$ cat src/tce_pkg.sv
// Package for the text console cursor engine: shared widths, character codes,
// defaults for the geometry parameters and the result structure.
// No dependencies.
package tce_pkg;

  // Field widths fixed by the interface.
  localparam int unsigned CharW  = 8;
  localparam int unsigned AttrW  = 8;
  localparam int unsigned AddrW  = 14;
  localparam int unsigned ValueW = 16;
  localparam int unsigned RowW   = 8;
  localparam int unsigned ColW   = 7;
  localparam int unsigned CurRowW = 5;

  // Default geometry.
  localparam int unsigned DefTextCols   = 80;
  localparam int unsigned DefScreenRows = 25;
  localparam int unsigned DefBufferRows = 200;

  // Control character codes.
  localparam logic [CharW-1:0] ChNewline   = 8'd10;
  localparam logic [CharW-1:0] ChReturn    = 8'd13;
  localparam logic [CharW-1:0] ChTab       = 8'd9;
  localparam logic [CharW-1:0] ChBackspace = 8'd8;
  localparam logic [CharW-1:0] ChSpace     = 8'd32;

  // Configuration register indexes.
  localparam int unsigned CfgIdxW = 2;
  localparam logic [CfgIdxW-1:0] CfgTextAttribute = 2'd0;
  localparam logic [CfgIdxW-1:0] CfgScreenEnable  = 2'd1;

  // Reset value of the text attribute register.
  localparam logic [AttrW-1:0] AttrReset = 8'd7;

  // Packed output stream width, rounded up to whole bytes.
  localparam int unsigned ResultBits = 1 + AddrW + ValueW + 1 + RowW + 1 + RowW
                                       + AddrW + AddrW;
  localparam int unsigned OutDataW   = ((ResultBits + 7) / 8) * 8;

  // One result item.
  typedef struct packed {
    logic [AddrW-1:0]  display_start_addr;
    logic [AddrW-1:0]  cursor_addr;
    logic [RowW-1:0]   clear_row;
    logic              clear_row_en;
    logic [RowW-1:0]   relocate_from_row;
    logic              relocate_en;
    logic [ValueW-1:0] cell_value;
    logic [AddrW-1:0]  cell_addr;
    logic              cell_write;
  } tce_result_t;

endpackage

$ cat src/tce_in_reg.sv
// Input register of the text console cursor engine: holds one accepted
// character until the cursor logic consumes it.
// Depends on tce_pkg.
module tce_in_reg (
  input  logic                      clk_i,
  input  logic                      rst_ni,
  input  logic                      valid_i,
  output logic                      ready_o,
  input  logic [tce_pkg::CharW-1:0] char_i,
  output logic                      valid_o,
  input  logic                      take_i,
  output logic [tce_pkg::CharW-1:0] char_o
);
  import tce_pkg::*;

  logic             valid_q, valid_d;
  logic [CharW-1:0] char_q;
  logic             load;

  // The register frees up in the same cycle that its item is taken.
  assign ready_o = !valid_q || take_i;
  assign load    = valid_i && ready_o;

  always_comb begin
    valid_d = valid_q;
    if (load) begin
      valid_d = 1'b1;
    end else if (take_i) begin
      valid_d = 1'b0;
    end
  end

  // Valid flag.
  always_ff @(posedge clk_i or negedge rst_ni) begin
    if (!rst_ni) begin
      valid_q <= 1'b0;
    end else begin
      valid_q <= valid_d;
    end
  end

  // Character payload.
  always_ff @(posedge clk_i) begin
    if (load) begin
      char_q <= char_i;
    end
  end

  assign valid_o = valid_q;
  assign char_o  = char_q;

endmodule

$ cat src/tce_cursor.sv
// Cursor state and update logic: decodes one character, moves the cursor,
// scrolls the screen and forms the result item. Row base addresses are
// kept incrementally so no multiplier is needed.
// Depends on tce_pkg.
module tce_cursor #(
  parameter int unsigned TextCols   = tce_pkg::DefTextCols,
  parameter int unsigned ScreenRows = tce_pkg::DefScreenRows,
  parameter int unsigned BufferRows = tce_pkg::DefBufferRows
) (
  input  logic                      clk_i,
  input  logic                      rst_ni,
  input  logic                      step_i,
  input  logic [tce_pkg::CharW-1:0] char_i,
  input  logic [tce_pkg::AttrW-1:0] attr_i,
  output tce_pkg::tce_result_t      result_o
);
  import tce_pkg::*;

  localparam logic [AddrW-1:0]   ColsStep   = AddrW'(TextCols);
  localparam logic [AddrW-1:0]   LastLine   = AddrW'((ScreenRows - 1) * TextCols);
  localparam logic [ColW:0]      ColsLim    = (ColW + 1)'(TextCols);
  localparam logic [CurRowW:0]   RowsLim    = (CurRowW + 1)'(ScreenRows);
  localparam logic [RowW:0]      StartMax   = (RowW + 1)'(BufferRows - ScreenRows);
  localparam logic [RowW-1:0]    ClearOff   = RowW'(ScreenRows - 1);

  logic [ColW-1:0]    col_q, col_d;
  logic [CurRowW-1:0] row_q, row_d;
  logic [RowW-1:0]    start_q, start_d;
  logic [AddrW-1:0]   line_q, line_d;
  logic [AddrW-1:0]   start_addr_q, start_addr_d;

  logic               move_down;
  logic [ColW:0]      col_next;
  logic [ColW:0]      tab_col;
  logic [RowW:0]      start_inc;
  logic [CurRowW:0]   row_inc;
  tce_result_t        res;

  // Character decode and column update.
  always_comb begin
    move_down = 1'b0;
    col_d     = col_q;
    res       = '0;
    col_next  = {1'b0, col_q} + 1'b1;
    tab_col   = {1'b0, col_q[ColW-1:3], 3'b000} + (ColW + 1)'(8);
    case (char_i)
      ChNewline: begin
        move_down = 1'b1;
        col_d     = '0;
      end
      ChReturn: begin
        col_d = '0;
      end
      ChTab: begin
        if (tab_col >= ColsLim) begin
          move_down = 1'b1;
          col_d     = '0;
        end else begin
          col_d = tab_col[ColW-1:0];
        end
      end
      ChBackspace: begin
        if (col_q != '0) begin
          col_d = col_q - 1'b1;
        end
        res.cell_write = 1'b1;
        res.cell_addr  = line_q + AddrW'(col_d);
        res.cell_value = {attr_i, ChSpace};
      end
      default: begin
        res.cell_write = 1'b1;
        res.cell_addr  = line_q + AddrW'(col_q);
        res.cell_value = {attr_i, char_i};
        if (col_next >= ColsLim) begin
          move_down = 1'b1;
          col_d     = '0;
        end else begin
          col_d = col_next[ColW-1:0];
        end
      end
    endcase

    // Row movement, scrolling and relocation.
    row_d        = row_q;
    start_d      = start_q;
    line_d       = line_q;
    start_addr_d = start_addr_q;
    row_inc      = {1'b0, row_q} + 1'b1;
    start_inc    = {1'b0, start_q} + 1'b1;
    if (move_down) begin
      if (row_inc >= RowsLim) begin
        if (start_inc > StartMax) begin
          res.relocate_en       = 1'b1;
          res.relocate_from_row = start_inc[RowW-1:0];
          start_d               = '0;
          start_addr_d          = '0;
          line_d                = LastLine;
        end else begin
          start_d      = start_inc[RowW-1:0];
          start_addr_d = start_addr_q + ColsStep;
          line_d       = line_q + ColsStep;
        end
        res.clear_row_en = 1'b1;
        res.clear_row    = start_d + ClearOff;
      end else begin
        row_d  = row_inc[CurRowW-1:0];
        line_d = line_q + ColsStep;
      end
    end

    res.cursor_addr        = line_d + AddrW'(col_d);
    res.display_start_addr = start_addr_d;
  end

  // Cursor state.
  always_ff @(posedge clk_i or negedge rst_ni) begin
    if (!rst_ni) begin
      col_q        <= '0;
      row_q        <= '0;
      start_q      <= '0;
      line_q       <= '0;
      start_addr_q <= '0;
    end else if (step_i) begin
      col_q        <= col_d;
      row_q        <= row_d;
      start_q      <= start_d;
      line_q       <= line_d;
      start_addr_q <= start_addr_d;
    end
  end

  assign result_o = res;

  // The cursor stays on the screen.
  assert property (@(posedge clk_i) disable iff (!rst_ni)
    ({1'b0, row_q} < RowsLim) && ({1'b0, col_q} < ColsLim))
    else $error("cursor left the screen");

  // The start row never passes the last legal position.
  assert property (@(posedge clk_i) disable iff (!rst_ni)
    {1'b0, start_q} <= StartMax)
    else $error("start row beyond buffer end");

  // The incremental line base matches the row and start row.
  assert property (@(posedge clk_i) disable iff (!rst_ni)
    line_q == AddrW'((32'(row_q) + 32'(start_q)) * TextCols))
    else $error("line base out of step with cursor row");

  // The display base matches the start row.
  assert property (@(posedge clk_i) disable iff (!rst_ni)
    start_addr_q == AddrW'(32'(start_q) * TextCols))
    else $error("display base out of step with start row");

  // A relocation always comes with a row clear.
  assert property (@(posedge clk_i) disable iff (!rst_ni)
    (step_i && res.relocate_en) |-> res.clear_row_en)
    else $error("relocation without row clear");

endmodule

$ cat src/tce_out_reg.sv
// Result register of the text console cursor engine: holds one result item
// and presents it to the output stream.
// Depends on tce_pkg.
module tce_out_reg (
  input  logic                 clk_i,
  input  logic                 rst_ni,
  input  logic                 load_i,
  input  tce_pkg::tce_result_t result_i,
  output logic                 free_o,
  output logic                 valid_o,
  input  logic                 ready_i,
  output tce_pkg::tce_result_t result_o
);
  import tce_pkg::*;

  logic        valid_q, valid_d;
  tce_result_t result_q;

  // Space is available when empty or when the held result leaves now.
  assign free_o = !valid_q || ready_i;

  always_comb begin
    valid_d = valid_q;
    if (load_i) begin
      valid_d = 1'b1;
    end else if (ready_i) begin
      valid_d = 1'b0;
    end
  end

  // Valid flag.
  always_ff @(posedge clk_i or negedge rst_ni) begin
    if (!rst_ni) begin
      valid_q <= 1'b0;
    end else begin
      valid_q <= valid_d;
    end
  end

  // Result payload.
  always_ff @(posedge clk_i) begin
    if (load_i) begin
      result_q <= result_i;
    end
  end

  assign valid_o  = valid_q;
  assign result_o = result_q;

endmodule

$ cat src/text_console_cursor_engine_core.sv
// Text console cursor engine. Takes one character per cycle on the input
// stream unless a stalled output holds it back, and gives one result per
// character while the screen is enabled (none while disabled). The character
// is held in the input register while the cursor update, a short add and
// compare path, forms the result; the result register then loads it and
// presents it on the output stream. A stalled output keeps the character in
// the input register and drops input ready in the same cycle.
// Attribute and enable are written through the configuration channel, which is
// always ready; unknown indexes are ignored.
// Depends on tce_pkg, tce_in_reg, tce_cursor and tce_out_reg.
module text_console_cursor_engine_core #(
  parameter int unsigned TextCols   = tce_pkg::DefTextCols,
  parameter int unsigned ScreenRows = tce_pkg::DefScreenRows,
  parameter int unsigned BufferRows = tce_pkg::DefBufferRows
) (
  input  logic                         clk_i,
  input  logic                         rst_ni,
  // Input stream. tdata: char_code[7:0].
  input  logic                         s_axis_tvalid,
  output logic                         s_axis_tready,
  input  logic [tce_pkg::CharW-1:0]    s_axis_tdata,
  // Output stream. tdata from bit 0: cell_write, cell_addr[13:0],
  // cell_value[15:0], relocate_en, relocate_from_row[7:0], clear_row_en,
  // clear_row[7:0], cursor_addr[13:0], display_start_addr[13:0], zero fill.
  output logic                         m_axis_tvalid,
  input  logic                         m_axis_tready,
  output logic [tce_pkg::OutDataW-1:0] m_axis_tdata,
  // Configuration write channel.
  input  logic                         cfg_valid_i,
  output logic                         cfg_ready_o,
  input  logic [tce_pkg::CfgIdxW-1:0]  cfg_index_i,
  input  logic [tce_pkg::AttrW-1:0]    cfg_data_i
);
  import tce_pkg::*;

  logic             attr_wr;
  logic [AttrW-1:0] text_attr_q;
  logic             enable_q;
  logic             in_valid;
  logic [CharW-1:0] in_char;
  logic             out_free;
  logic             advance;
  logic             step;
  tce_result_t      cur_result;
  tce_result_t      out_result;

  // Configuration registers.
  assign cfg_ready_o = 1'b1;
  assign attr_wr     = cfg_valid_i && (cfg_index_i == CfgTextAttribute);

  always_ff @(posedge clk_i or negedge rst_ni) begin
    if (!rst_ni) begin
      text_attr_q <= AttrReset;
      enable_q    <= 1'b1;
    end else if (cfg_valid_i) begin
      if (attr_wr) begin
        text_attr_q <= cfg_data_i;
      end
      if (cfg_index_i == CfgScreenEnable) begin
        enable_q <= cfg_data_i[0];
      end
    end
  end

  // A held character moves on when disabled, or when the result slot is free.
  assign advance = in_valid && (!enable_q || out_free);
  assign step    = advance && enable_q;

  tce_in_reg u_in_reg (
    .clk_i   (clk_i),
    .rst_ni  (rst_ni),
    .valid_i (s_axis_tvalid),
    .ready_o (s_axis_tready),
    .char_i  (s_axis_tdata),
    .valid_o (in_valid),
    .take_i  (advance),
    .char_o  (in_char)
  );

  tce_cursor #(
    .TextCols   (TextCols),
    .ScreenRows (ScreenRows),
    .BufferRows (BufferRows)
  ) u_cursor (
    .clk_i    (clk_i),
    .rst_ni   (rst_ni),
    .step_i   (step),
    .char_i   (in_char),
    .attr_i   (text_attr_q),
    .result_o (cur_result)
  );

  tce_out_reg u_out_reg (
    .clk_i    (clk_i),
    .rst_ni   (rst_ni),
    .load_i   (step),
    .result_i (cur_result),
    .free_o   (out_free),
    .valid_o  (m_axis_tvalid),
    .ready_i  (m_axis_tready),
    .result_o (out_result)
  );

  // Pack the result into the output bus, lowest field first.
  assign m_axis_tdata = {(OutDataW - ResultBits)'(0), out_result};

endmodule

$ cat config.mk
export PLATFORM = sky130hd
export DESIGN_NAME = text_console_cursor_engine_core
export DESIGN_NICKNAME = d
export VERILOG_FILES = /design/src/tce_pkg.sv /design/src/tce_in_reg.sv /design/src/tce_cursor.sv /design/src/tce_out_reg.sv /design/src/text_console_cursor_engine_core.sv
export SDC_FILE = /design/constraint.sdc
export NUM_CORES = 1
export LEC_CHECK = 0
export BUFFER_PORTS_ARGS = -buffer_cell sky130_fd_sc_hd__buf_4
export CORE_ASPECT_RATIO = 2
export CORE_MARGIN = 4
export CORE_UTILIZATION = 52
export DETAILED_ROUTE_END_ITERATION = 7
export GPL_TIMING_DRIVEN = 0
export PLACE_DENSITY = 0.76
export SLEW_MARGIN = 25
export SYNTH_ARGS = -nofsm -noshare
export SYNTH_HDL_FRONTEND = slang
export SYNTH_SLANG_ARGS = --single-unit
export TNS_END_PERCENT = 100
$ cat constraint.sdc
create_clock -name clk_i -period 4.31 [get_ports clk_i]
set_input_delay 0.6465 -clock clk_i [delete_from_list [all_inputs] [get_ports clk_i]]
set_output_delay 0.6465 -clock clk_i [all_outputs]
set_load 0.02 [all_outputs]
# Yosys cells after proc, flatten, opt, wreduce, memory -nomap -nowiden
# Cells that the tools add are included.
totals:
  word_cells: 87
  output_inout_bits: 83
  ff_bits: 144
op_classes:
  n_bitwise: 1
  eq_ne: 5
  addsub: 11
  n_mux: 24
  n_reduce_logical: 23
  magnitude_cmp: 4
ops:
  columns: ["operator", "n"]
  rows:
  - ["two-way mux 14 bit", 6]
  - ["one-hot mux 31 bit (2 select lines)", 1]
  - ["adder 14 x 7 -> 14 bit", 3]
  - ["equality test 8 x 4 -> 1 bit (second input constant)", 4]
  - ["adder 14 x 7 -> 14 bit (second input constant)", 2]
  - ["two-way mux 7 bit", 4]
  - ["two-way mux 8 bit", 3]
  - ["one-hot mux 7 bit (3 select lines)", 1]
  - ["greater-or-equal comparator 8 x 7 -> 1 bit (second input constant)", 2]
  - ["two-way mux 10 bit", 1]
  - ["adder 8 x 1 -> 9 bit (second input constant)", 1]
  - ["> comparator 9 x 8 -> 1 bit (second input constant)", 1]
  - ["two-way mux 9 bit", 1]
  - ["AND reduction 3 bit", 3]
  - ["adder 7 x 1 -> 8 bit (second input constant)", 1]
  - ["adder 7 x 4 -> 8 bit (second input constant)", 1]
  - ["adder 8 x 5 -> 8 bit (second input constant)", 1]
  - ["nonzero test 7 bit", 1]
  - ["subtractor 7 x 1 -> 7 bit (second input constant)", 1]
  - ["adder 5 x 1 -> 6 bit (second input constant)", 1]
  - ["greater-or-equal comparator 6 x 5 -> 1 bit (second input constant)", 1]
  - ["two-way mux 1 bit", 6]
  - ["AND reduction 2 bit", 3]
  - ["logical AND 1 bit", 4]
  - ["other kinds (9)", 15]

# Logic depth before layout (Yosys ltp)
depth:
  depth_word: 7
  ltp_mapped: 20
  depth_no_buf: 17

# Modules after synthesis
# From an unflattened synthesis, not the netlist that was laid out.
hier_totals:
  hier_cells: 681
  hier_area_um2: 7500.9
by_module_without_submodules:
  columns: ["mod", "area_per_inst_um2", "n_inst", "cells_per_inst"]
  rows:
  - ["tce_cursor", 4434.3, 1, 560]
  - ["tce_out_reg", 2359.8, 1, 80]
  - ["text_console_cursor_engine_core", 412.9, 1, 29]
  - ["tce_in_reg", 294.0, 1, 12]

# Worst setup path after synthesis
# No wires, ideal clock.
synth_path:
  kind: "register to register"
  startpoint: "register u_cursor.start_q[0]"
  endpoint: "register u_out_reg.result_q (netlist bit u_out_reg.result_o[60]), data pin"
  required_time_ns: 4.051
  slack_ns: 0.069
  period_less_slack_ns: 4.241
  n_path_buf: 4
  stages_incl_launch_ff: 20
  t_arrival_ns: 3.982
  setup_ns: 0.259
  path_cell_list: "dfrtp_1 > ha_1 > buf_2 > xnor2_1 > or4_1 > o211ai_1 > and3_1 > buf_4 > nand3_2 > buf_4 > buf_2 > and2_1 > ha_1 > nor2b_1 > o21a_1 > o21a_1 > o41ai_1 > a31oi_4 > nand4bb_1 > xor2_1"
synth_lines:
  columns: ["item", "line_no", "source"]
  rows:
  - ["start, declared", "tce_cursor.sv:28", "logic [RowW-1:0] start_q, start_d;"]
  - ["start signal, assigned", "tce_cursor.sv:126", "start_q <= start_d;"]
  - ["end signal, assigned", "tce_out_reg.sv:43", "result_q <= result_i;"]
  - ["end, declared", "tce_out_reg.sv:17", "tce_result_t result_q;"]

==> metrics.cfg <==
[outcome]
run_status = finished clean

[finish]
final_nets = 895
drive_above_1_share_pct = 28.0
utilization_pct = 66.2
syn2layout_area_growth_pct = 25.5
diodes = 0

[synthesis]
synthXorXnorAreaFrac_pct = 4.51
yosys.area_share.simple_pct = 17.7
synthAdderAreaFrac_pct = 4.99
synth_compound_area_share_pct = 12.7
synth_top_family_by_area = simple AND/OR/NAND/NOR gates
seq_area_frac_synth_pct = 53.3
yosysMostFrequentCell = edfxtp_1
synthMuxAreaShare_pct = 3.11
synth_common_cells = edfxtp_1, nand2_1, nor2_1
yosysWarnings = 0
yosysTopAreaCellShare_pct = 33.7
async_reset_ff_share_pct = 41.0
syn_inst = 706
synth-edff-count = 85
synth_area_per_cell_sq_um = 10.7
synth_ff_type = edfxtp_1
ys_ff_latch = 144
yosysUniqueCellTypes = 77
synthesis.area_sq_um = 7570
yosys.area.top_type = edfxtp_1
yosys-top-cells-area = edfxtp_1, dfrtp_1, ha_1, o21ai_0, nand2_1

[routing]
drt_pass1_iterations = 8
wl_um = 19900
vias_per_cell = 5.77
vias = 6051
drtIter0Drc = 342
wl_per_cell_um = 19.0
drc_errors = 0
antenna_left = 0

[sta]
tightest_slew_ps = 826
final_hold_viol_count = 0
setup_violations = 0
fmax_mhz = 238
drv_slew = 0
slew_headroom_pct = 44.9
hold_ws_ps = 278
fin_ws_ps = 111
fin_crit_ps = 4200
fin_setup_tns_ps = 0
fin_crit_sh_pct = 97.4
fin_worst_skew_ps = 7.88

[floorplan]
rows = 62
die_area_sq_um = 16700
die_w_um = 93.3
num_io_pins = 106
start_util_pct = 52.7
die_h_um = 179
core_sq_um = 14400

[global_routing]
grt_pass1_vias = 6350
grt_overflow = 0
grt_max_degree = 60
grt_pass1_wl_um = 31200
antenna_found_initial = 0
grt_usage_pct = 24.4

[setup_path]
critical_path_class = reg -> reg
crit_family = simple AND/OR/NAND/NOR gates
cp.required_ps = 4490
worstReg2RegEnd = u_out_reg.result_o[57]
crit_path_cell_trace = ha_4 > xnor2_2 > or4_4 > o211ai_1 > and3_4 > buf_6 > nand3_4 > buf_8 > and2_1 > ha_1 > fa_1 > a21o_1 > a21oi_2 > nand2b_1 > a21oi_1 > a21boi_1 > xor2_1
worst_path_largest_cell_delay_ps = 450
r2r_slack_ps = 110
slowest_stage = dfrtp_2
r2r-start = u_cursor.start_q[0]
cp-end-kind = register
cp.arrival_ps = 4380
ff2ff_path_depth = 17
setup.worst_path.start_class = register
crit_buf_inv = 2
cp_max_fo = 5

[cts]
cts_made_buffers = 17
insertion_delay_ps = 430
cts_buffer_depth = 2
h-tree-depth = 4
cts_sinks = 144
cts_root_buffer = clkbuf_16
cts_tree = done
clk_pin_slew_worst_paths_ps = 70

[placement]
pre_cts_slack_ps = -862
numPortBuffers = 101
place_congestion = 0.961
dpl.hpwl_um = 14600

[pwr]
p_leak_nw = 3.93
peakVddDrop_v = 0.000330
power_density_nw_per_um2 = 469

[worst_hold_path]
hold_path_class = in -> async

[run]
drv_cap = 0

## flip-flops by register name, indices dropped and copies added (netlist names)
signal	flops
u_out_reg.result_o	77
u_cursor.line_q	14
u_cursor.start_addr_q	14
text_attr_q	8
u_cursor.start_q	8
u_in_reg.char_o	8
u_cursor.col_q	7
u_cursor.row_q	5
enable_q	1
u_in_reg.valid_o	1
u_out_reg.valid_o	1
## worst max-delay path by stage
stage,startpoint,to,slack [ps],cells past startpoint
2_1_floorplan,u_cursor.start_q[0],u_out_reg.result_o[60],70,19
3_3_place_gp,m_axis_tready,u_cursor.col_q[3],-1240,7
4_1_cts,u_cursor.col_q[3],u_out_reg.result_o[13],7,17
5_1_grt,u_cursor.col_q[3],u_out_reg.result_o[60],-40,16
3_5_place_dp,u_cursor.col_q[4],u_out_reg.result_o[62],-860,15
6_report,u_cursor.start_q[0],u_out_reg.result_o[57],110,17
## cells by family (layout without fill, tap and decap cells)
| group | after synthesis | after routing |
|---|---|---|
| compound gates | 147 | 147 |
| xor+xnor | 39 | 39 |
| other cells | 2 | 4 |
| fa+ha+maj | 29 | 29 |
| buf+inv | 60 | 208 |
| mux | 21 | 21 |
| simple gates | 264 | 264 |
| flops | 144 | 144 |
## stage by stage
stage | instances | area, sq um | total power [mW]
2_1_floorplan | 708 | 7570 | 2.58
3_3_place_gp | 1001 | 8570 | 2.96
3_5_place_dp | 1003 | 8620 | 3.00
4_1_cts | 1044 | 9400 | 4.44
5_1_grt | 1048 | 9500 | 4.68
6_report | 1048 | 9500 | 4.46
## where the power goes
group	internal, mW	leakage, nW	switching, mW
sequential	1.68	1.57	0.118
combinational	0.496	2.07	0.747
clock	0.789	0.286	0.629
## cell usage in the layout, fill, tap and decap left out, types with 4 or more instances in the layout
master,count
clkbuf_16,17
a22o_1,5
o31ai_1,4
buf_4,124
nand2_1,68
o22ai_1,4
nor2_1,59
nor3_1,14
clkinv_4,4
inv_6,4
and2_1,25
o211ai_1,5
a21oi_1,19
mux2_2,19
conb_1,4
or3_1,6
nand4_1,6
buf_2,4
dfstp_2,4
ha_1,22
xor2_1,17
inv_1,22
clkbuf_1,12
a31oi_1,5
edfxtp_1,85
o21ai_0,59
and3_1,6
nand3_1,24
dfrtp_1,52
nand2b_1,11
nor2b_1,12
xnor2_1,21
a21o_1,8
o21ai_1,5
inv_2,4
or2_2,4
## cell type report
cell class              instances  area [sq um]
repair buffers                119           913
well taps                     192           240
fillers                      1089          4850
inverters                      26          97.6
clock inverters                13           120
plain buffers                  31           189
multi-input cells             504          3450
clock buffers                  19           453
flip-flops and latches        144          4040
## routing by layer
metal | vias up | track usage (%) | part of all wire [%]
met4 | 0 | 17.1 | 7.2
met3 | 95 | 4.69 | 4.7
met1 | 2904 | 23.4 | 34
met5 | - | 0 | 0
met2 | 255 | 45.3 | 54
li1 | 2797 | - | -
## timing repair
action,CTS,global route
endpoints found under the setup margin,16,16
hold buffers,0,0
gates resized for setup,29,18
pin swaps,9,6
buffers inserted,11,5
Note: power is estimated with default switching activity, not from simulation.
